[src/hw/rtl/scf_pkg.sv]
`timescale 1ns / 1ps
`default_nettype none

package scf_pkg;

    // field widths, fixed by the register map and the word format
    localparam int AMP_W    = 13;
    localparam int EDGE_W   = 8;
    localparam int COUNT_W  = 10;
    localparam int WCUT_W   = 9;
    localparam int CHARGE_W = 21;
    localparam int STRIP_W  = 10;
    localparam int PEAK_W   = 12;
    localparam int MOMENT_W = 30;

    localparam int APB_AW = 5;
    localparam int APB_DW = 32;

    // register indexes (paddr[4:2])
    localparam logic [2:0] REG_ZS_LEVEL    = 3'd0;
    localparam logic [2:0] REG_EDGE_SKIP   = 3'd1;
    localparam logic [2:0] REG_STRIP_COUNT = 3'd2;
    localparam logic [2:0] REG_MIN_SPREAD  = 3'd3;
    localparam logic [2:0] REG_MIN_CHARGE  = 3'd4;

    localparam logic signed [AMP_W-1:0] ZS_LEVEL_RST    = 13'sd0;
    localparam logic [EDGE_W-1:0]       EDGE_SKIP_RST   = 8'd0;
    localparam logic [COUNT_W-1:0]      STRIP_COUNT_RST = 10'd512;
    localparam logic [WCUT_W-1:0]       MIN_SPREAD_RST  = 9'd0;
    localparam logic [CHARGE_W-1:0]     MIN_CHARGE_RST  = 21'd1000;

    localparam logic [CHARGE_W-1:0] CHARGE_MAX = {CHARGE_W{1'b1}};
    localparam logic [MOMENT_W-1:0] MOMENT_MAX = {MOMENT_W{1'b1}};

    typedef struct packed {
        logic signed [AMP_W-1:0] zs_level;
        logic [EDGE_W-1:0]       edge_skip;
        logic [COUNT_W-1:0]      strip_count;
        logic [WCUT_W-1:0]       min_spread;
        logic [CHARGE_W-1:0]     min_charge;
    } t_cfg;

    typedef struct packed {
        logic [STRIP_W-1:0]  first_strip;
        logic [STRIP_W-1:0]  last_strip;
        logic [CHARGE_W-1:0] charge;
        logic [PEAK_W-1:0]   peak;
        logic [MOMENT_W-1:0] moment;
    } t_result;

endpackage

`default_nettype wire

[src/hw/rtl/scf_regs.sv]
`timescale 1ns / 1ps
`default_nettype none

module scf_regs (
    input  wire logic                        i_clk,
    input  wire logic                        i_rst_n,
    input  wire logic                        psel,
    input  wire logic                        penable,
    input  wire logic                        pwrite,
    input  wire logic [scf_pkg::APB_AW-1:0]  paddr,
    input  wire logic [scf_pkg::APB_DW-1:0]  pwdata,
    output logic      [scf_pkg::APB_DW-1:0]  prdata,
    output logic                             pready,
    output scf_pkg::t_cfg                    o_cfg
);

    scf_pkg::t_cfg r_cfg;
    logic [2:0]    reg_idx;
    logic          wr_en;

    assign reg_idx = paddr[4:2];
    assign wr_en   = psel && penable && pwrite;
    assign pready  = 1'b1;
    assign o_cfg   = r_cfg;

    always_ff @(posedge i_clk) begin
        if (!i_rst_n) begin
            r_cfg.zs_level    <= scf_pkg::ZS_LEVEL_RST;
            r_cfg.edge_skip   <= scf_pkg::EDGE_SKIP_RST;
            r_cfg.strip_count <= scf_pkg::STRIP_COUNT_RST;
            r_cfg.min_spread  <= scf_pkg::MIN_SPREAD_RST;
            r_cfg.min_charge  <= scf_pkg::MIN_CHARGE_RST;
        end else if (wr_en) begin
            unique case (reg_idx)
                scf_pkg::REG_ZS_LEVEL: begin
                    r_cfg.zs_level <= $signed(pwdata[scf_pkg::AMP_W-1:0]);
                end
                scf_pkg::REG_EDGE_SKIP: begin
                    r_cfg.edge_skip <= pwdata[scf_pkg::EDGE_W-1:0];
                end
                scf_pkg::REG_STRIP_COUNT: begin
                    r_cfg.strip_count <= pwdata[scf_pkg::COUNT_W-1:0];
                end
                scf_pkg::REG_MIN_SPREAD: begin
                    r_cfg.min_spread <= pwdata[scf_pkg::WCUT_W-1:0];
                end
                scf_pkg::REG_MIN_CHARGE: begin
                    r_cfg.min_charge <= pwdata[scf_pkg::CHARGE_W-1:0];
                end
                default: begin
                end
            endcase
        end
    end

    always_comb begin
        unique case (reg_idx)
            scf_pkg::REG_ZS_LEVEL:
                prdata = scf_pkg::APB_DW'(unsigned'(r_cfg.zs_level));
            scf_pkg::REG_EDGE_SKIP:   prdata = scf_pkg::APB_DW'(r_cfg.edge_skip);
            scf_pkg::REG_STRIP_COUNT: prdata = scf_pkg::APB_DW'(r_cfg.strip_count);
            scf_pkg::REG_MIN_SPREAD:  prdata = scf_pkg::APB_DW'(r_cfg.min_spread);
            scf_pkg::REG_MIN_CHARGE:  prdata = scf_pkg::APB_DW'(r_cfg.min_charge);
            default:                  prdata = '0;
        endcase
    end

endmodule

`default_nettype wire

[src/hw/rtl/scf_core.sv]
`timescale 1ns / 1ps
`default_nettype none

module scf_core #(
    parameter int MAX_STRIPS = 512,
    parameter int ADC_BITS   = 12
) (
    input  wire logic                              i_clk,
    input  wire logic                              i_rst_n,
    input  wire logic                              i_advance,
    input  wire logic signed [scf_pkg::AMP_W-1:0]  i_amplitude,
    input  scf_pkg::t_cfg                          i_cfg,
    output logic                                   o_res_valid,
    output scf_pkg::t_result                       o_res
);

    // strip numbers never exceed the clamped count, which the 10 bit register caps
    localparam int CLAMP = (MAX_STRIPS < 1023) ? MAX_STRIPS : 1023;
    localparam int IDX_W = $clog2(CLAMP + 1);
    localparam int V_W   = (ADC_BITS < scf_pkg::PEAK_W) ? ADC_BITS : scf_pkg::PEAK_W;
    localparam int CW    = ((IDX_W > scf_pkg::WCUT_W) ? IDX_W : scf_pkg::WCUT_W) + 1;
    localparam int VSAT  = (1 << V_W) - 1;
    localparam int PROD_W = V_W + IDX_W;

    logic [IDX_W-1:0]              r_index, n_index;
    logic                          r_in_cluster, n_in_cluster;
    logic [IDX_W-1:0]              r_start, n_start;
    logic [scf_pkg::CHARGE_W-1:0]  r_charge, n_charge;
    logic [V_W-1:0]                r_peak, n_peak;
    logic [scf_pkg::MOMENT_W-1:0]  r_moment, n_moment;
    logic [V_W-1:0]                r_held_value, n_held_value;
    logic                          r_held_valid, n_held_valid;

    logic [scf_pkg::COUNT_W-1:0]   count_cl;
    logic [IDX_W-1:0]              count;
    logic [IDX_W-1:0]              strip_no;
    logic [CW-1:0]                 win_end;
    logic                          in_win;
    logic                          at_end;
    logic [V_W-1:0]                val;
    logic                          val_pos;
    logic                          pending;
    logic                          close_held;
    logic                          close_here;
    logic                          do_close;
    logic                          grow;
    logic [IDX_W-1:0]              eff_start;
    logic [IDX_W-1:0]              last;
    logic [scf_pkg::CHARGE_W-1:0]  base_charge;
    logic [V_W-1:0]                base_peak;
    logic [scf_pkg::MOMENT_W-1:0]  base_moment;
    logic [scf_pkg::CHARGE_W:0]    charge_add;
    logic [PROD_W-1:0]             prod;
    logic [scf_pkg::MOMENT_W:0]    moment_sum;
    logic [scf_pkg::CHARGE_W-1:0]  upd_charge;
    logic [V_W-1:0]                upd_peak;
    logic [scf_pkg::MOMENT_W-1:0]  upd_moment;
    logic                          keep;

    // clamp the strip count and derive the search window
    always_comb begin
        if (i_cfg.strip_count == '0) begin
            count_cl = scf_pkg::COUNT_W'(1);
        end else if (i_cfg.strip_count > scf_pkg::COUNT_W'(CLAMP)) begin
            count_cl = scf_pkg::COUNT_W'(CLAMP);
        end else begin
            count_cl = i_cfg.strip_count;
        end
        count    = count_cl[IDX_W-1:0];
        strip_no = r_index + 1'b1;
        win_end  = (CW'(count) > CW'(i_cfg.edge_skip)) ?
                   CW'(count) - CW'(i_cfg.edge_skip) : '0;
        in_win   = (CW'(strip_no) > CW'(i_cfg.edge_skip)) && (CW'(strip_no) <= win_end);
        at_end   = (CW'(strip_no) == win_end);
    end

    // zero suppression, negative values count as zero, saturate at the ADC range
    always_comb begin
        val = '0;
        if (($signed(i_amplitude) > $signed(i_cfg.zs_level)) &&
            ($signed(i_amplitude) > $signed(scf_pkg::AMP_W'(0)))) begin
            if (i_amplitude[scf_pkg::AMP_W-2:0] > (scf_pkg::AMP_W-1)'(VSAT)) begin
                val = V_W'(VSAT);
            end else begin
                val = i_amplitude[V_W-1:0];
            end
        end
        val_pos = (val != '0);
    end

    // close decisions and accumulator update
    always_comb begin
        pending    = r_in_cluster && r_held_valid && (r_held_value == '0);
        close_held = pending && (!in_win || !val_pos);
        close_here = in_win && at_end && (val_pos || (r_in_cluster && !close_held));
        do_close   = close_held || close_here;
        grow       = in_win && val_pos;

        eff_start   = r_in_cluster ? r_start : strip_no;
        base_charge = r_in_cluster ? r_charge : '0;
        base_peak   = r_in_cluster ? r_peak : '0;
        base_moment = r_in_cluster ? r_moment : '0;

        charge_add = {1'b0, base_charge} + (scf_pkg::CHARGE_W+1)'(val);
        prod       = PROD_W'(val) * PROD_W'(strip_no);
        moment_sum = {1'b0, base_moment} + (scf_pkg::MOMENT_W+1)'(prod);

        if (grow) begin
            upd_charge = charge_add[scf_pkg::CHARGE_W] ? scf_pkg::CHARGE_MAX :
                         charge_add[scf_pkg::CHARGE_W-1:0];
            upd_peak   = (val > base_peak) ? val : base_peak;
            upd_moment = moment_sum[scf_pkg::MOMENT_W] ? scf_pkg::MOMENT_MAX :
                         moment_sum[scf_pkg::MOMENT_W-1:0];
        end else begin
            upd_charge = base_charge;
            upd_peak   = base_peak;
            upd_moment = base_moment;
        end

        last = close_held ? (strip_no - 1'b1) : strip_no;
        keep = (last >= eff_start) &&
               ((CW'(last) - CW'(eff_start)) > CW'(i_cfg.min_spread)) &&
               (upd_charge > i_cfg.min_charge);

        o_res_valid       = do_close && keep;
        o_res.first_strip = scf_pkg::STRIP_W'(eff_start);
        o_res.last_strip  = scf_pkg::STRIP_W'(last);
        o_res.charge      = upd_charge;
        o_res.peak        = scf_pkg::PEAK_W'(upd_peak);
        o_res.moment      = upd_moment;
    end

    // next state
    always_comb begin
        n_index      = strip_no;
        n_in_cluster = r_in_cluster;
        n_start      = r_start;
        n_charge     = r_charge;
        n_peak       = r_peak;
        n_moment     = r_moment;
        n_held_value = val;
        n_held_valid = in_win;
        if (do_close) begin
            n_in_cluster = 1'b0;
            n_start      = '0;
            n_charge     = '0;
            n_peak       = '0;
            n_moment     = '0;
        end else if (grow) begin
            n_in_cluster = 1'b1;
            n_start      = eff_start;
            n_charge     = upd_charge;
            n_peak       = upd_peak;
            n_moment     = upd_moment;
        end
        // event end: restart numbering, drop any open cluster
        if (strip_no >= count) begin
            n_index      = '0;
            n_in_cluster = 1'b0;
            n_start      = '0;
            n_charge     = '0;
            n_peak       = '0;
            n_moment     = '0;
            n_held_value = '0;
            n_held_valid = 1'b0;
        end
    end

    always_ff @(posedge i_clk) begin
        if (!i_rst_n) begin
            r_index      <= '0;
            r_in_cluster <= 1'b0;
            r_start      <= '0;
            r_charge     <= '0;
            r_peak       <= '0;
            r_moment     <= '0;
            r_held_value <= '0;
            r_held_valid <= 1'b0;
        end else if (i_advance) begin
            r_index      <= n_index;
            r_in_cluster <= n_in_cluster;
            r_start      <= n_start;
            r_charge     <= n_charge;
            r_peak       <= n_peak;
            r_moment     <= n_moment;
            r_held_value <= n_held_value;
            r_held_valid <= n_held_valid;
        end
    end

endmodule

`default_nettype wire

[src/hw/rtl/strip_cluster_finder.sv]
`timescale 1ns / 1ps
`default_nettype none

// Strip cluster finder. Takes one strip amplitude word per clock, in strip
// order, strip_count strips per event, and emits one cluster word whenever a
// cluster closes and passes the width and charge cuts. Sustained rate is one
// strip per cycle unless the input side stalls; a strip passes through an
// input register, then the suppression, window and accumulator logic, and its
// cluster word (if any) lands in the output register when the strip moves on
// from the input register. The input side stalls only when a new cluster word
// is ready while the previous one is still held by a stalled output. The user
// writes the registers over the APB port only while the stream is idle; the
// block itself does not enforce it.
module strip_cluster_finder #(
    parameter int MAX_STRIPS = 512,
    parameter int ADC_BITS   = 12
) (
    input  wire logic                                i_clk,
    input  wire logic                                i_rst_n,
    // strip word in
    input  wire logic                                i_valid,
    output logic                                     o_stall,
    input  wire logic signed [scf_pkg::AMP_W-1:0]    i_amplitude,
    // cluster word out
    output logic                                     o_valid,
    input  wire logic                                i_stall,
    output logic [scf_pkg::STRIP_W-1:0]              o_first_strip,
    output logic [scf_pkg::STRIP_W-1:0]              o_last_strip,
    output logic [scf_pkg::CHARGE_W-1:0]             o_charge,
    output logic [scf_pkg::PEAK_W-1:0]               o_peak,
    output logic [scf_pkg::MOMENT_W-1:0]             o_moment,
    // APB register port
    input  wire logic                                psel,
    input  wire logic                                penable,
    input  wire logic                                pwrite,
    input  wire logic [scf_pkg::APB_AW-1:0]          paddr,
    input  wire logic [scf_pkg::APB_DW-1:0]          pwdata,
    output logic      [scf_pkg::APB_DW-1:0]          prdata,
    output logic                                     pready
);

    scf_pkg::t_cfg    cfg;
    scf_pkg::t_result res;
    logic             res_valid;
    logic             advance;

    logic                            r_in_valid;
    logic signed [scf_pkg::AMP_W-1:0] r_amp;
    logic                            r_out_valid;
    scf_pkg::t_result                r_out;

    scf_regs u_regs (
        .i_clk   (i_clk),
        .i_rst_n (i_rst_n),
        .psel    (psel),
        .penable (penable),
        .pwrite  (pwrite),
        .paddr   (paddr),
        .pwdata  (pwdata),
        .prdata  (prdata),
        .pready  (pready),
        .o_cfg   (cfg)
    );

    scf_core #(
        .MAX_STRIPS (MAX_STRIPS),
        .ADC_BITS   (ADC_BITS)
    ) u_core (
        .i_clk       (i_clk),
        .i_rst_n     (i_rst_n),
        .i_advance   (advance),
        .i_amplitude (r_amp),
        .i_cfg       (cfg),
        .o_res_valid (res_valid),
        .o_res       (res)
    );

    // A held strip moves on unless it makes a word and the output slot is
    // occupied and stalled. Strips that make no word never wait.
    assign advance = r_in_valid && (!res_valid || !r_out_valid || !i_stall);
    assign o_stall = r_in_valid && !advance;

    // input register
    always_ff @(posedge i_clk) begin
        if (!i_rst_n) begin
            r_in_valid <= 1'b0;
        end else if (!o_stall) begin
            r_in_valid <= i_valid;
        end
    end

    always_ff @(posedge i_clk) begin
        if (!o_stall) begin
            r_amp <= i_amplitude;
        end
    end

    // output register: cleared when taken, refilled by a closing strip
    always_ff @(posedge i_clk) begin
        if (!i_rst_n) begin
            r_out_valid <= 1'b0;
        end else if (advance && res_valid) begin
            r_out_valid <= 1'b1;
        end else if (!i_stall) begin
            r_out_valid <= 1'b0;
        end
    end

    always_ff @(posedge i_clk) begin
        if (advance && res_valid) begin
            r_out <= res;
        end
    end

    assign o_valid       = r_out_valid;
    assign o_first_strip = r_out.first_strip;
    assign o_last_strip  = r_out.last_strip;
    assign o_charge      = r_out.charge;
    assign o_peak        = r_out.peak;
    assign o_moment      = r_out.moment;

endmodule

`default_nettype wire

[config.mk]
export PLATFORM = sky130hd
export DESIGN_NAME = strip_cluster_finder
export DESIGN_NICKNAME = d
export VERILOG_FILES = /design/src/hw/rtl/scf_pkg.sv /design/src/hw/rtl/scf_regs.sv /design/src/hw/rtl/scf_core.sv /design/src/hw/rtl/strip_cluster_finder.sv
export SDC_FILE = /design/constraint.sdc
export NUM_CORES = 1
export LEC_CHECK = 0
export BUFFER_PORTS_ARGS = -buffer_cell sky130_fd_sc_hd__buf_2
export CORE_UTILIZATION = 66
export CTS_CLUSTER_SIZE = 14
export DETAILED_ROUTE_END_ITERATION = 10
export PLACE_DENSITY = 0.9
export SETUP_SLACK_MARGIN = 0.3
export SYNTH_ARGS = -nofsm -noshare
export SYNTH_HDL_FRONTEND = slang
export SYNTH_SLANG_ARGS = --single-unit
[constraint.sdc]
create_clock -name i_clk -period 22 [get_ports i_clk]
set_clock_uncertainty 0.2 [all_clocks]
set_input_delay 2.2 -clock i_clk [delete_from_list [all_inputs] [get_ports i_clk]]
set_output_delay 2.2 -clock i_clk [all_outputs]
set_load 0.1 [all_outputs]
==> metrics.txt, run 1 <==
# TYPE chip_impl_metric gauge
chip_impl_info{name="holdCritPathClass",value="reg -> reg"} 1
chip_impl_info{name="critPathMostFrequentCell",value="o21ai_0"} 1
chip_impl_metric{name="ys_types",unit=""} 76
chip_impl_metric{name="dr.first_iter.drc_count",unit=""} 1699
chip_impl_metric{name="grt-ovfl-total",unit=""} 0
chip_impl_metric{name="cts_post_setup_buffers_inserted",unit=""} 0
chip_impl_metric{name="yosys_register_bits",unit=""} 256
chip_impl_metric{name="initial_utilization",unit=""} 0.6775
chip_impl_metric{name="grt_pass1_vias",unit=""} 15880
chip_impl_metric{name="netlist.area_leader.share",unit=""} 0.1683
chip_impl_metric{name="design.portCount",unit=""} 175
chip_impl_metric{name="dp_worst_setup_slack",unit="ns"} 10.95
chip_impl_metric{name="ys_seq_area_frac",unit=""} 0.3198
chip_impl_metric{name="met3_usage",unit=""} 0.07363
chip_impl_metric{name="clock_pin_slew_worst_setup_and_hold_paths",unit="ns"} 0.06
chip_impl_metric{name="netlist_area",unit="mm2"} 0.01903
chip_impl_metric{name="synth_area_per_cell",unit="um2"} 9.135
chip_impl_metric{name="groute.layer.met2.usage",unit=""} 0.5888
chip_impl_metric{name="synth_edf_count",unit=""} 96
chip_impl_metric{name="maxCapViolCount",unit=""} 0
chip_impl_metric{name="final_stage_net_count",unit=""} 2519
chip_impl_metric{name="use_met1",unit=""} 0.4235
chip_impl_metric{name="all_layer_gr_usage",unit=""} 0.3576
chip_impl_metric{name="clock_insertion_delay_worst_skew",unit="ns"} 0.55
chip_impl_metric{name="tightestPinTransition",unit="ns"} 1.144
chip_impl_metric{name="die-height",unit="um"} 171.8
chip_impl_metric{name="first_pass_iters",unit=""} 6
chip_impl_metric{name="clk_path_buf_depth",unit=""} 3
chip_impl_metric{name="setup_viol",unit=""} 0
chip_impl_metric{name="htreeDepth",unit=""} 1
chip_impl_metric{name="timing.final.crit_period",unit="ns"} 11.81
chip_impl_metric{name="grt_pass1_wl",unit="um"} 81800
chip_impl_metric{name="numPortBuffers",unit=""} 149
chip_impl_info{name="rsz0062_at_grt",value="no"} 1
chip_impl_info{name="run_status",value="finished clean"} 1
chip_impl_metric{name="worstPathMaxFanout",unit=""} 28
chip_impl_metric{name="cts_hold_repair.buffers",unit=""} 0
chip_impl_metric{name="floorplan.die.width",unit="um"} 171.8
chip_impl_metric{name="ys_warn_count",unit=""} 0
chip_impl_metric{name="post-route-worst-setup-slack",unit="ns"} 10.19
chip_impl_metric{name="grt_antenna_before_repair",unit=""} 1
chip_impl_metric{name="required",unit="ns"} 19.60
chip_impl_metric{name="synthArstFlopShare",unit=""} 0
chip_impl_info{name="postSynth.topFlopCell",value="dfxtp_1"} 1
chip_impl_metric{name="maxClockFrequency",unit="GHz"} 0.08471
chip_impl_metric{name="worst_ir_drop_vdd",unit="mV"} 0.05518
chip_impl_metric{name="gpl.final_weighted_congestion",unit=""} 0.9903
chip_impl_info{name="synth_common_cells",value="286 x nand2_1, 208 x inv_1, 177 x ha_1"} 1
chip_impl_metric{name="cp_slowest_stage_delay",unit="ns"} 0.61
chip_impl_metric{name="vias",unit=""} 16350
chip_impl_metric{name="cts_resized",unit=""} 0
chip_impl_metric{name="die_area",unit="mm2"} 0.02951
chip_impl_metric{name="post-route-drc-count",unit=""} 0
chip_impl_metric{name="synth_cells",unit=""} 2083
chip_impl_metric{name="standard_cell_core_area",unit="mm2"} 0.02809
chip_impl_info{name="yosysMostFrequentCell",value="nand2_1"} 1
chip_impl_info{name="synth.area.top_cells",value="dfxtp_1 17%, edfxtp_1 15%, ha_1 12%, fa_1 11%, nand2_1 5.6%"} 1
chip_impl_metric{name="hpwl",unit="um"} 37820
chip_impl_info{name="cts_tree",value="built"} 1
chip_impl_metric{name="max-slew-margin-rel",unit=""} 0.2370
chip_impl_metric{name="critPathArrivalTime",unit="ns"} 9.41
chip_impl_metric{name="clock_sinks",unit=""} 256
chip_impl_info{name="cp-end-kind",value="primary output"} 1
chip_impl_metric{name="final_max_slew_viol_count",unit=""} 0
chip_impl_metric{name="final.period_utilization",unit=""} 0.5366
chip_impl_metric{name="routed_wirelength",unit="um"} 52660
chip_impl_info{name="cp-start-kind",value="flip-flop"} 1
chip_impl_info{name="synthDominantAreaCellType",value="dfxtp_1"} 1
chip_impl_info{name="critical_path_class",value="reg -> out"} 1
chip_impl_info{name="cts_root_cell",value="clkbuf_16"} 1
chip_impl_metric{name="final_number_of_hold_violating_endpoints",unit=""} 0
chip_impl_metric{name="std_cell_rows",unit=""} 61
chip_impl_metric{name="vias_per_cell",unit=""} 6.331
chip_impl_metric{name="static-leakage-power",unit="nW"} 9.415
chip_impl_metric{name="wl_per_cell",unit="um"} 20.40
chip_impl_metric{name="number_of_nets_with_antenna_violations_after_routing",unit=""} 0
chip_impl_info{name="critical_path.slowest_cell",value="a31oi_1"} 1
chip_impl_metric{name="area_delta_synth_final",unit="%"} 9.166
chip_impl_metric{name="post_route_cells_drive_above_1_share",unit=""} 0.1112
chip_impl_metric{name="powerDensity",unit="mW/mm2"} 52.60
chip_impl_metric{name="cts_inserted_buffers",unit=""} 26
chip_impl_metric{name="grt_max_degree",unit=""} 113
chip_impl_metric{name="final.setup.tns",unit="ns"} 0
chip_impl_info{name="grt_most_used_layer",value="met2"} 1
## placed cells by master (no fill, tap or decap), types with 30 or more instances in the layout
cell type / count
buf_2: 149
edfxtp_1: 96
o21ai_0: 93
inv_1: 208
xnor2_1: 44
dfxtp_1: 159
ha_1: 177
and2_1: 37
a22o_1: 68
mux2i_1: 53
nor3_1: 30
a21oi_1: 76
nor2_1: 120
a21o_1: 36
fa_1: 102
nand2_1: 286
a21boi_0: 30
nor2b_1: 38
## sequential cells by signal, summed over array words and instances, names as in the netlist, 12 cells and up
name and cells:
o_charge 21, o_moment 30, o_peak 12, r_amp 13, u_core.r_charge 21, u_core.r_held_value 12, u_core.r_moment 30, u_core.r_peak 12
u_regs.o_cfg 61
## metal layers
metal  up-vias  wire length (um)
li1       7375                 -
met1      7684             19420
met2      1009             24160
met3       278              5269
met4         0              3812
met5         -                 0
## metrics by stage
step / total power, mW / utilization / area [um2] / std cells / hold WS, ns
finish: 1.093 / 0.7396 / 20770 / 2582 / 0.2644
floorplan: 0.6217 / - / 19070 / 2093 / 0.2249
CTS: 1.089 / 0.7395 / 20770 / 2581 / 0.2620
detailed placement: 0.6578 / 0.7098 / 19940 / 2533 / 0.2441
global placement: 0.6519 / 0.7098 / 19940 / 2533 / 0.2374
global route: 1.123 / 0.7395 / 20770 / 2581 / 0.2838
## critical path, delay by kind of cell (launching register included)
| kind | cells | cell delay, ns |
|---|---|---|
| AND/OR/NAND/NOR | 7 | 1.85 |
| buffers and inverters | 4 | 1.54 |
| AO/OA/AOI/OAI | 15 | 3.68 |
| adder cells (fa/ha/maj) | 3 | 1.16 |
| flip-flops | 1 | 0.60 |
## power by group
group	internal (mW)	switching [mW]
Clock	0.247	0.193
Sequential	0.494	0.00540
Combinational	0.0494	0.104
## final timing paths
| kind | end | from | slack [ns] | depth (start not counted) |
|---|---|---|---|---|
| worst min-delay path | u_core.r_charge[11]$_SDFFE_PN0P_ | u_core.r_charge[11]$_SDFFE_PN0P_ | 0.26 | 1 |
| worst max-delay path | o_stall | r_amp[11]$_DFFE_PN_ | 10.19 | 29 |
| worst max register to register | o_moment[22]$_DFFE_PP_ | u_regs.o_cfg[39]$_SDFFE_PN1P_ | 11.58 | 42 |
| worst min register to register | u_core.r_charge[11]$_SDFFE_PN0P_ | u_core.r_charge[11]$_SDFFE_PN0P_ | 0.26 | 1 |
## cell families after synthesis
| family | Yosys count | share of synthesized area |
|---|---|---|
| xor+xnor | 69 | 0.03255 |
| simple gates | 662 | 0.1638 |
| fa+ha+maj | 279 | 0.2237 |
| mux | 57 | 0.03038 |
| buf+inv | 327 | 0.07194 |
| other cells | 2 | 0.0003947 |
| flops | 256 | 0.3198 |
| compound gates | 431 | 0.1574 |
## cell type report
class	instances	area, um2
Antenna cell	1	2.502
Clock buffer	29	683.2
Clock inverter	19	151.4
Fill cell	1955	7315
Inverter	219	822.0
Multi-Input combinational cell	1510	11650
Sequential cell	256	6087
Tap cell	378	473.0
Timing Repair Buffer	170	903.4
(Power assumes the default switching activity.)
==> run 2: changes to the inputs <==
--- a/config.mk
+++ b/config.mk
@@ -6,10 +6,10 @@
 export NUM_CORES = 1
 export LEC_CHECK = 0
 export BUFFER_PORTS_ARGS = -buffer_cell sky130_fd_sc_hd__buf_2
-export CORE_UTILIZATION = 66
+export CORE_UTILIZATION = 55
 export CTS_CLUSTER_SIZE = 14
 export DETAILED_ROUTE_END_ITERATION = 10
-export PLACE_DENSITY = 0.9
+export PLACE_DENSITY = 0.81
 export SETUP_SLACK_MARGIN = 0.3
 export SYNTH_ARGS = -nofsm -noshare
 export SYNTH_HDL_FRONTEND = slang
==> constraint.sdc (replaced) <==
create_clock -name i_clk -period 10.4 [get_ports i_clk]
set_clock_uncertainty 0.2 [all_clocks]
set_input_delay 1.04 -clock i_clk [delete_from_list [all_inputs] [get_ports i_clk]]
set_output_delay 1.04 -clock i_clk [all_outputs]
set_load 0.1 [all_outputs]
==> metrics.txt, run 2 (synthesis gave the netlist of run 1 again) <==
# TYPE chip_impl_metric gauge
chip_impl_info{name="holdCritPathClass",value="reg -> reg"} 1
chip_impl_metric{name="post-route-worst-setup-slack",unit="ns"} 0.7938
chip_impl_metric{name="wl_per_cell",unit="um"} 19.01
chip_impl_metric{name="clock_sinks",unit=""} 256
chip_impl_metric{name="all_layer_gr_usage",unit=""} 0.2894
chip_impl_metric{name="grt_pass1_vias",unit=""} 16100
chip_impl_metric{name="worstPathMaxFanout",unit=""} 6
chip_impl_metric{name="critPathArrivalTime",unit="ns"} 8.37
chip_impl_metric{name="floorplan.die.width",unit="um"} 188
chip_impl_metric{name="cp_slowest_stage_delay",unit="ns"} 0.43
chip_impl_metric{name="clk_path_buf_depth",unit=""} 3
chip_impl_metric{name="clock_insertion_delay_worst_skew",unit="ns"} 0.58
chip_impl_metric{name="dr.first_iter.drc_count",unit=""} 1100
chip_impl_info{name="cts_root_cell",value="clkbuf_16"} 1
chip_impl_metric{name="final_stage_net_count",unit=""} 2548
chip_impl_metric{name="first_pass_iters",unit=""} 5
chip_impl_metric{name="standard_cell_core_area",unit="mm2"} 0.03378
chip_impl_metric{name="die_area",unit="mm2"} 0.03534
chip_impl_metric{name="area_taken_by_flip_flops_and_latches",unit="mm2"} 0.006088
chip_impl_metric{name="htreeDepth",unit=""} 1
chip_impl_info{name="cts_tree",value="built"} 1
chip_impl_metric{name="final_number_of_hold_violating_endpoints",unit=""} 0
chip_impl_metric{name="final.setup.tns",unit="ns"} 0
chip_impl_info{name="critPathMostFrequentCell",value="nand2_1"} 1
chip_impl_info{name="run_status",value="finished clean"} 1
chip_impl_metric{name="setup_viol",unit=""} 0
chip_impl_metric{name="tightestPinTransition",unit="ns"} 1.173
chip_impl_metric{name="vias_per_cell",unit=""} 5.919
chip_impl_metric{name="clock_pin_slew_worst_setup_and_hold_paths",unit="ns"} 0.06
chip_impl_metric{name="numPortBuffers",unit=""} 149
chip_impl_metric{name="timing.final.crit_period",unit="ns"} 9.606
chip_impl_metric{name="gpl.final_weighted_congestion",unit=""} 0.9973
chip_impl_metric{name="grt_antenna_before_repair",unit=""} 0
chip_impl_metric{name="vias",unit=""} 15880
chip_impl_metric{name="maxClockFrequency",unit="GHz"} 0.1041
chip_impl_metric{name="hpwl",unit="um"} 38030
chip_impl_metric{name="final_max_slew_viol_count",unit=""} 0
chip_impl_metric{name="std_cell_rows",unit=""} 67
chip_impl_metric{name="grt_max_degree",unit=""} 113
chip_impl_metric{name="routed_wirelength",unit="um"} 50980
chip_impl_metric{name="final.period_utilization",unit=""} 0.9237
chip_impl_metric{name="insertedDiodeCount",unit=""} 0
chip_impl_metric{name="design.portCount",unit=""} 175
chip_impl_info{name="critical_path_class",value="reg -> out"} 1
chip_impl_metric{name="fillers",unit=""} 2773
chip_impl_metric{name="worst_ir_drop_vdd",unit="mV"} 0.1367
chip_impl_metric{name="static-leakage-power",unit="nW"} 9.605
chip_impl_metric{name="post-route-drc-count",unit=""} 0
chip_impl_metric{name="area_used_by_multi_input_combinational_logic",unit="mm2"} 0.01172
chip_impl_metric{name="cts_hold_repair.buffers",unit=""} 0
chip_impl_metric{name="max-slew-margin-rel",unit=""} 0.2143
chip_impl_metric{name="grt_pass1_wl",unit="um"} 81920
chip_impl_metric{name="initial_utilization",unit=""} 0.5632
chip_impl_info{name="rsz0062_at_grt",value="no"} 1
chip_impl_metric{name="dp_worst_setup_slack",unit="ns"} 0.8716
chip_impl_metric{name="number_of_nets_with_antenna_violations_after_routing",unit=""} 0
chip_impl_metric{name="cts_inserted_buffers",unit=""} 29
chip_impl_info{name="leading_cell_type_in_the_layout_fill_and_taps_excluded",value="nand2_1"} 1
chip_impl_metric{name="grt-ovfl-total",unit=""} 0
chip_impl_metric{name="required",unit="ns"} 9.16
chip_impl_metric{name="powerDensity",unit="mW/mm2"} 111.4
chip_impl_info{name="cp-end-kind",value="primary output"} 1
chip_impl_info{name="cp-start-kind",value="flip-flop"} 1
chip_impl_metric{name="post_route_cells_drive_above_1_share",unit=""} 0.1276
chip_impl_metric{name="maxCapViolCount",unit=""} 0
chip_impl_info{name="critical_path.slowest_cell",value="dfxtp_2"} 1
chip_impl_metric{name="die-height",unit="um"} 188
chip_impl_info{name="final_cell_mix",value="286 x nand2_1, 207 x inv_1, 177 x ha_1"} 1
chip_impl_metric{name="area_delta_synth_final",unit="%"} 11.45
chip_impl_metric{name="largest_register_ffs",unit=""} 61
==> run 2: cell types whose count changed in the layout (fill, tap and decap cells not counted), moves of 2 or more <==
| cell | previous run | this run |
|---|---|---|
| clkbuf_16 | 27 | 29 |
| a21oi_4 | 0 | 2 |
| clkbuf_1 | 2 | 4 |
| buf_12 | 0 | 2 |
| inv_6 | 0 | 2 |
| buf_4 | 21 | 45 |
| clkinv_1 | 15 | 13 |
| nor4_2 | 0 | 2 |
| nor4_1 | 12 | 10 |
| a21oi_2 | 3 | 1 |
==> run 2: area by class of cell <==
type                       count  area share
clock buffer                  33     0.03493
timing repair buffer         195     0.05274
sequential                   256      0.2871
timing repair inverter         1   0.0002360
inverter                     219     0.03929
multi-input combinational   1510      0.5524
clock inverter                20    0.006844
tap                          448     0.02643
==> run 2: stage by stage <==
step           cells  hold slack, ns  power (mW)  utilization  instance area (um2)
2_1_floorplan   2093          0.2249       1.317            -                19080
3_3_place_gp    2622          0.2388       1.388       0.5979                20200
3_5_place_dp    2622          0.2481       1.398       0.5979                20200
4_1_cts         2675          0.2668       2.360       0.6244                21100
5_1_grt         2682          0.2875       2.439       0.6278                21210
6_report        2682          0.2698       2.363       0.6278                21210
==> run 2: routing by layer <==
layer  part of all wire  track usage  routed length (um)  vias up
li1                   -            -                   -     7428
met4              0.062       0.1682                3185        0
met1               0.40       0.3594               20510     7579
met3              0.077      0.05091                3950      192
met5                  0            0                   0        -
met2               0.46       0.4729               23340      676
==> run 2: final timing paths <==
kind / startpoint / to / slack (ns) / depth (start not counted)
setup reg to reg: u_regs.o_cfg[39]$_SDFFE_PN1P_ / u_core.r_moment[7]$_SDFFE_PN0P_ / 1.13 / 43
hold reg to reg: u_core.r_held_valid$_SDFFE_PN0P_ / u_core.r_held_valid$_SDFFE_PN0P_ / 0.27 / 2
setup / recovery: u_regs.o_cfg[39]$_SDFFE_PN1P_ / o_stall / 0.79 / 41
hold / removal: u_core.r_held_valid$_SDFFE_PN0P_ / u_core.r_held_valid$_SDFFE_PN0P_ / 0.27 / 2
==> run 2: where the power goes <==
group          switching, mW  total [mW]  internal [mW]
Clock                  0.431       0.969          0.538
Combinational          0.225       0.339          0.114
Sequential           0.00988        1.06           1.05
Total                  0.666        2.36           1.70
==> run 2: what timing repair did <==
item / 4_1_cts / 5_1_grt
buffers inserted: 0 / 6
gates cloned: 0 / 1
pin swaps: 0 / 0
hold endpoints to repair: 0 / 0
setup endpoints to repair: 1 / 55
gates resized for setup: 1 / 14
==> run 2: worst max-delay path: cells and delay by family (launching register included) <==
| family | cells | cell delay [ns] |
|---|---|---|
| AO/OA/AOI/OAI | 16 | 3.05 |
| AND/OR/NAND/NOR | 13 | 1.81 |
| adder cells (fa/ha/maj) | 4 | 1.19 |
| buffers and inverters | 4 | 0.57 |
| XOR/XNOR | 3 | 0.45 |
| flip-flops | 1 | 0.43 |
| multiplexers | 1 | 0.27 |
==> run 3: changes to the inputs <==
==> constraint.sdc (replaced) <==
create_clock -name i_clk -period 10.4 [get_ports i_clk]
set_clock_uncertainty 0.2 [all_clocks]
set_input_delay 2.08 -clock i_clk [delete_from_list [all_inputs] [get_ports i_clk]]
set_output_delay 2.08 -clock i_clk [all_outputs]
set_load 0.1 [all_outputs]
==> metrics.txt, run 3 (synthesis gave the netlist of run 1 again) <==
# TYPE chip_impl_metric gauge
chip_impl_info{name="run_status",value="finished clean"} 1
chip_impl_info{name="final_cell_mix",value="278 x nand2_1, 207 x inv_1, 171 x ha_1"} 1
chip_impl_metric{name="gpl.final_weighted_congestion",unit=""} 0.9992
chip_impl_metric{name="area_delta_synth_final",unit="%"} 15.37
chip_impl_metric{name="largest_register_ffs",unit=""} 61
chip_impl_info{name="cts_root_cell",value="clkbuf_16"} 1
chip_impl_metric{name="die-height",unit="um"} 188
chip_impl_metric{name="first_pass_iters",unit=""} 6
chip_impl_metric{name="hpwl",unit="um"} 38030
chip_impl_metric{name="max-slew-margin-rel",unit=""} 0.2787
chip_impl_metric{name="final_number_of_hold_violating_endpoints",unit=""} 0
chip_impl_metric{name="number_of_nets_with_antenna_violations_after_routing",unit=""} 0
chip_impl_metric{name="static-leakage-power",unit="nW"} 9.979
chip_impl_metric{name="clock_pin_slew_worst_setup_and_hold_paths",unit="ns"} 0.06
chip_impl_metric{name="regToRegSetupSlack",unit="ns"} 1.63
chip_impl_metric{name="utilization",unit=""} 0.6498
chip_impl_metric{name="grt_max_degree",unit=""} 113
chip_impl_info{name="critical_path_class",value="reg -> out"} 1
chip_impl_metric{name="worst-r2r-cell-count",unit=""} 29
chip_impl_metric{name="worstPathMaxFanout",unit=""} 6
chip_impl_info{name="holdCritPathClass",value="reg -> reg"} 1
chip_impl_metric{name="clock_insertion_delay_worst_skew",unit="ns"} 0.57
chip_impl_metric{name="vias_per_cell",unit=""} 5.937
chip_impl_metric{name="htreeDepth",unit=""} 1
chip_impl_metric{name="maxClockFrequency",unit="GHz"} 0.09956
chip_impl_metric{name="die_area",unit="mm2"} 0.03534
chip_impl_metric{name="fillers",unit=""} 2650
chip_impl_metric{name="worst_ir_drop_vdd",unit="mV"} 0.1148
chip_impl_metric{name="dr.first_iter.drc_count",unit=""} 1257
chip_impl_metric{name="standard_cell_core_area",unit="mm2"} 0.03378
chip_impl_metric{name="std_cell_rows",unit=""} 67
chip_impl_metric{name="powerDensity",unit="mW/mm2"} 112.1
chip_impl_metric{name="wl_per_cell",unit="um"} 19.19
chip_impl_metric{name="clk_path_buf_depth",unit=""} 3
chip_impl_metric{name="maxCapViolCount",unit=""} 0
chip_impl_metric{name="initial_utilization",unit=""} 0.5632
chip_impl_metric{name="final_stage_net_count",unit=""} 2598
chip_impl_metric{name="all_layer_gr_usage",unit=""} 0.2903
chip_impl_metric{name="routed_wirelength",unit="um"} 52420
chip_impl_metric{name="post_route_cells_drive_above_1_share",unit=""} 0.1651
chip_impl_info{name="leading_cell_type_in_the_layout_fill_and_taps_excluded",value="nand2_1"} 1
chip_impl_metric{name="cts_inserted_buffers",unit=""} 28
chip_impl_metric{name="grt_antenna_before_repair",unit=""} 0
chip_impl_info{name="rsz0062_at_grt",value="yes"} 1
chip_impl_metric{name="final_max_slew_viol_count",unit=""} 0
chip_impl_metric{name="worst_hold_path.num_cells",unit=""} 1
chip_impl_metric{name="vias",unit=""} 16220
chip_impl_metric{name="design.portCount",unit=""} 175
chip_impl_info{name="cp-end-kind",value="primary output"} 1
chip_impl_metric{name="grt_pass1_wl",unit="um"} 81770
chip_impl_metric{name="clock_sinks",unit=""} 256
chip_impl_metric{name="floorplan.die.width",unit="um"} 188
chip_impl_metric{name="final.setup.tns",unit="ns"} 0
chip_impl_info{name="cp-start-kind",value="flip-flop"} 1
chip_impl_metric{name="tightestPinTransition",unit="ns"} 1.077
chip_impl_metric{name="cp_slowest_stage_delay",unit="ns"} 0.36
chip_impl_metric{name="critPathArrivalTime",unit="ns"} 7.76
chip_impl_metric{name="insertedDiodeCount",unit=""} 0
chip_impl_info{name="critical_path.slowest_cell",value="dfxtp_2"} 1
chip_impl_metric{name="numPortBuffers",unit=""} 149
chip_impl_metric{name="grt_pass1_vias",unit=""} 16020
chip_impl_metric{name="setup_viol",unit=""} 0
chip_impl_metric{name="post-route-drc-count",unit=""} 0
chip_impl_metric{name="grt-ovfl-total",unit=""} 0
chip_impl_info{name="cts_tree",value="built"} 1
chip_impl_metric{name="required",unit="ns"} 8.12
chip_impl_metric{name="final.period_utilization",unit=""} 0.9658
chip_impl_metric{name="timing.final.crit_period",unit="ns"} 10.04
==> run 3: worst paths after layout <==
check                                          end                             start
setup reg to reg  u_core.r_moment[27]$_SDFFE_PN0P_                r_amp[8]$_DFFE_PN_
hold reg to reg   u_core.r_moment[23]$_SDFFE_PN0P_  u_core.r_moment[23]$_SDFFE_PN0P_
setup / recovery                           o_stall     u_regs.o_cfg[39]$_SDFFE_PN1P_
hold / removal    u_core.r_moment[23]$_SDFFE_PN0P_  u_core.r_moment[23]$_SDFFE_PN0P_
==> run 3: metal layers <==
layer	share of wire	GRT usage	up-vias
met2	0.46	0.4723	752
met1	0.40	0.3656	7726
met4	0.053	0.1545	0
met3	0.083	0.05446	193
li1	-	-	7549
met5	0	0	-
==> run 3: timing repair <==
| action | CTS | global route |
|---|---|---|
| setup endpoints to repair | 1 | 1 |
| buffers inserted | 10 | 21 |
| hold buffers | 0 | 0 |
| resized for setup | 20 | 59 |
| pin swaps | 8 | 33 |
==> run 3: per-stage QoR <==
step	setup slack [ns]	area, um2	std cells	hold WS, ns	total power [mW]
finish	0.3558	21950	2732	0.2682	2.460
global route	-0.02184	21950	2732	0.2825	2.536
CTS	0.3103	21520	2711	0.2639	2.444
detailed placement	0.2944	20430	2649	0.2452	1.404
global placement	0.4071	20430	2649	0.2371	1.396
floorplan	0.3829	19090	2093	0.2249	1.317
==> run 3: layout make-up <==
type                    count  area, um2  area share
multi-input cells        1510      11960      0.5447
flip-flops and latches    256       6106      0.2781
repair buffers            247       1554     0.07079
inverters                 219      828.3     0.03773
clock buffers              42      814.5     0.03710
well taps                 448      560.5     0.02553
clock inverters            10      131.4    0.005984
==> run 3: power by group <==
part           switching (mW)  total [mW]  internal [mW]
clock network           0.420        1.03          0.615
registers              0.0113        1.06           1.04
logic                   0.235       0.370          0.135
==> run 3: worst max-delay path: cells and delay by family, from the launching register on <==
family / cells / cell delay, ns
compound gates: 13 / 2.08
xor+xnor: 3 / 0.44
fa+ha+maj: 4 / 1.24
buf+inv: 7 / 0.94
flops: 1 / 0.36
mux: 1 / 0.31
simple gates: 13 / 1.80
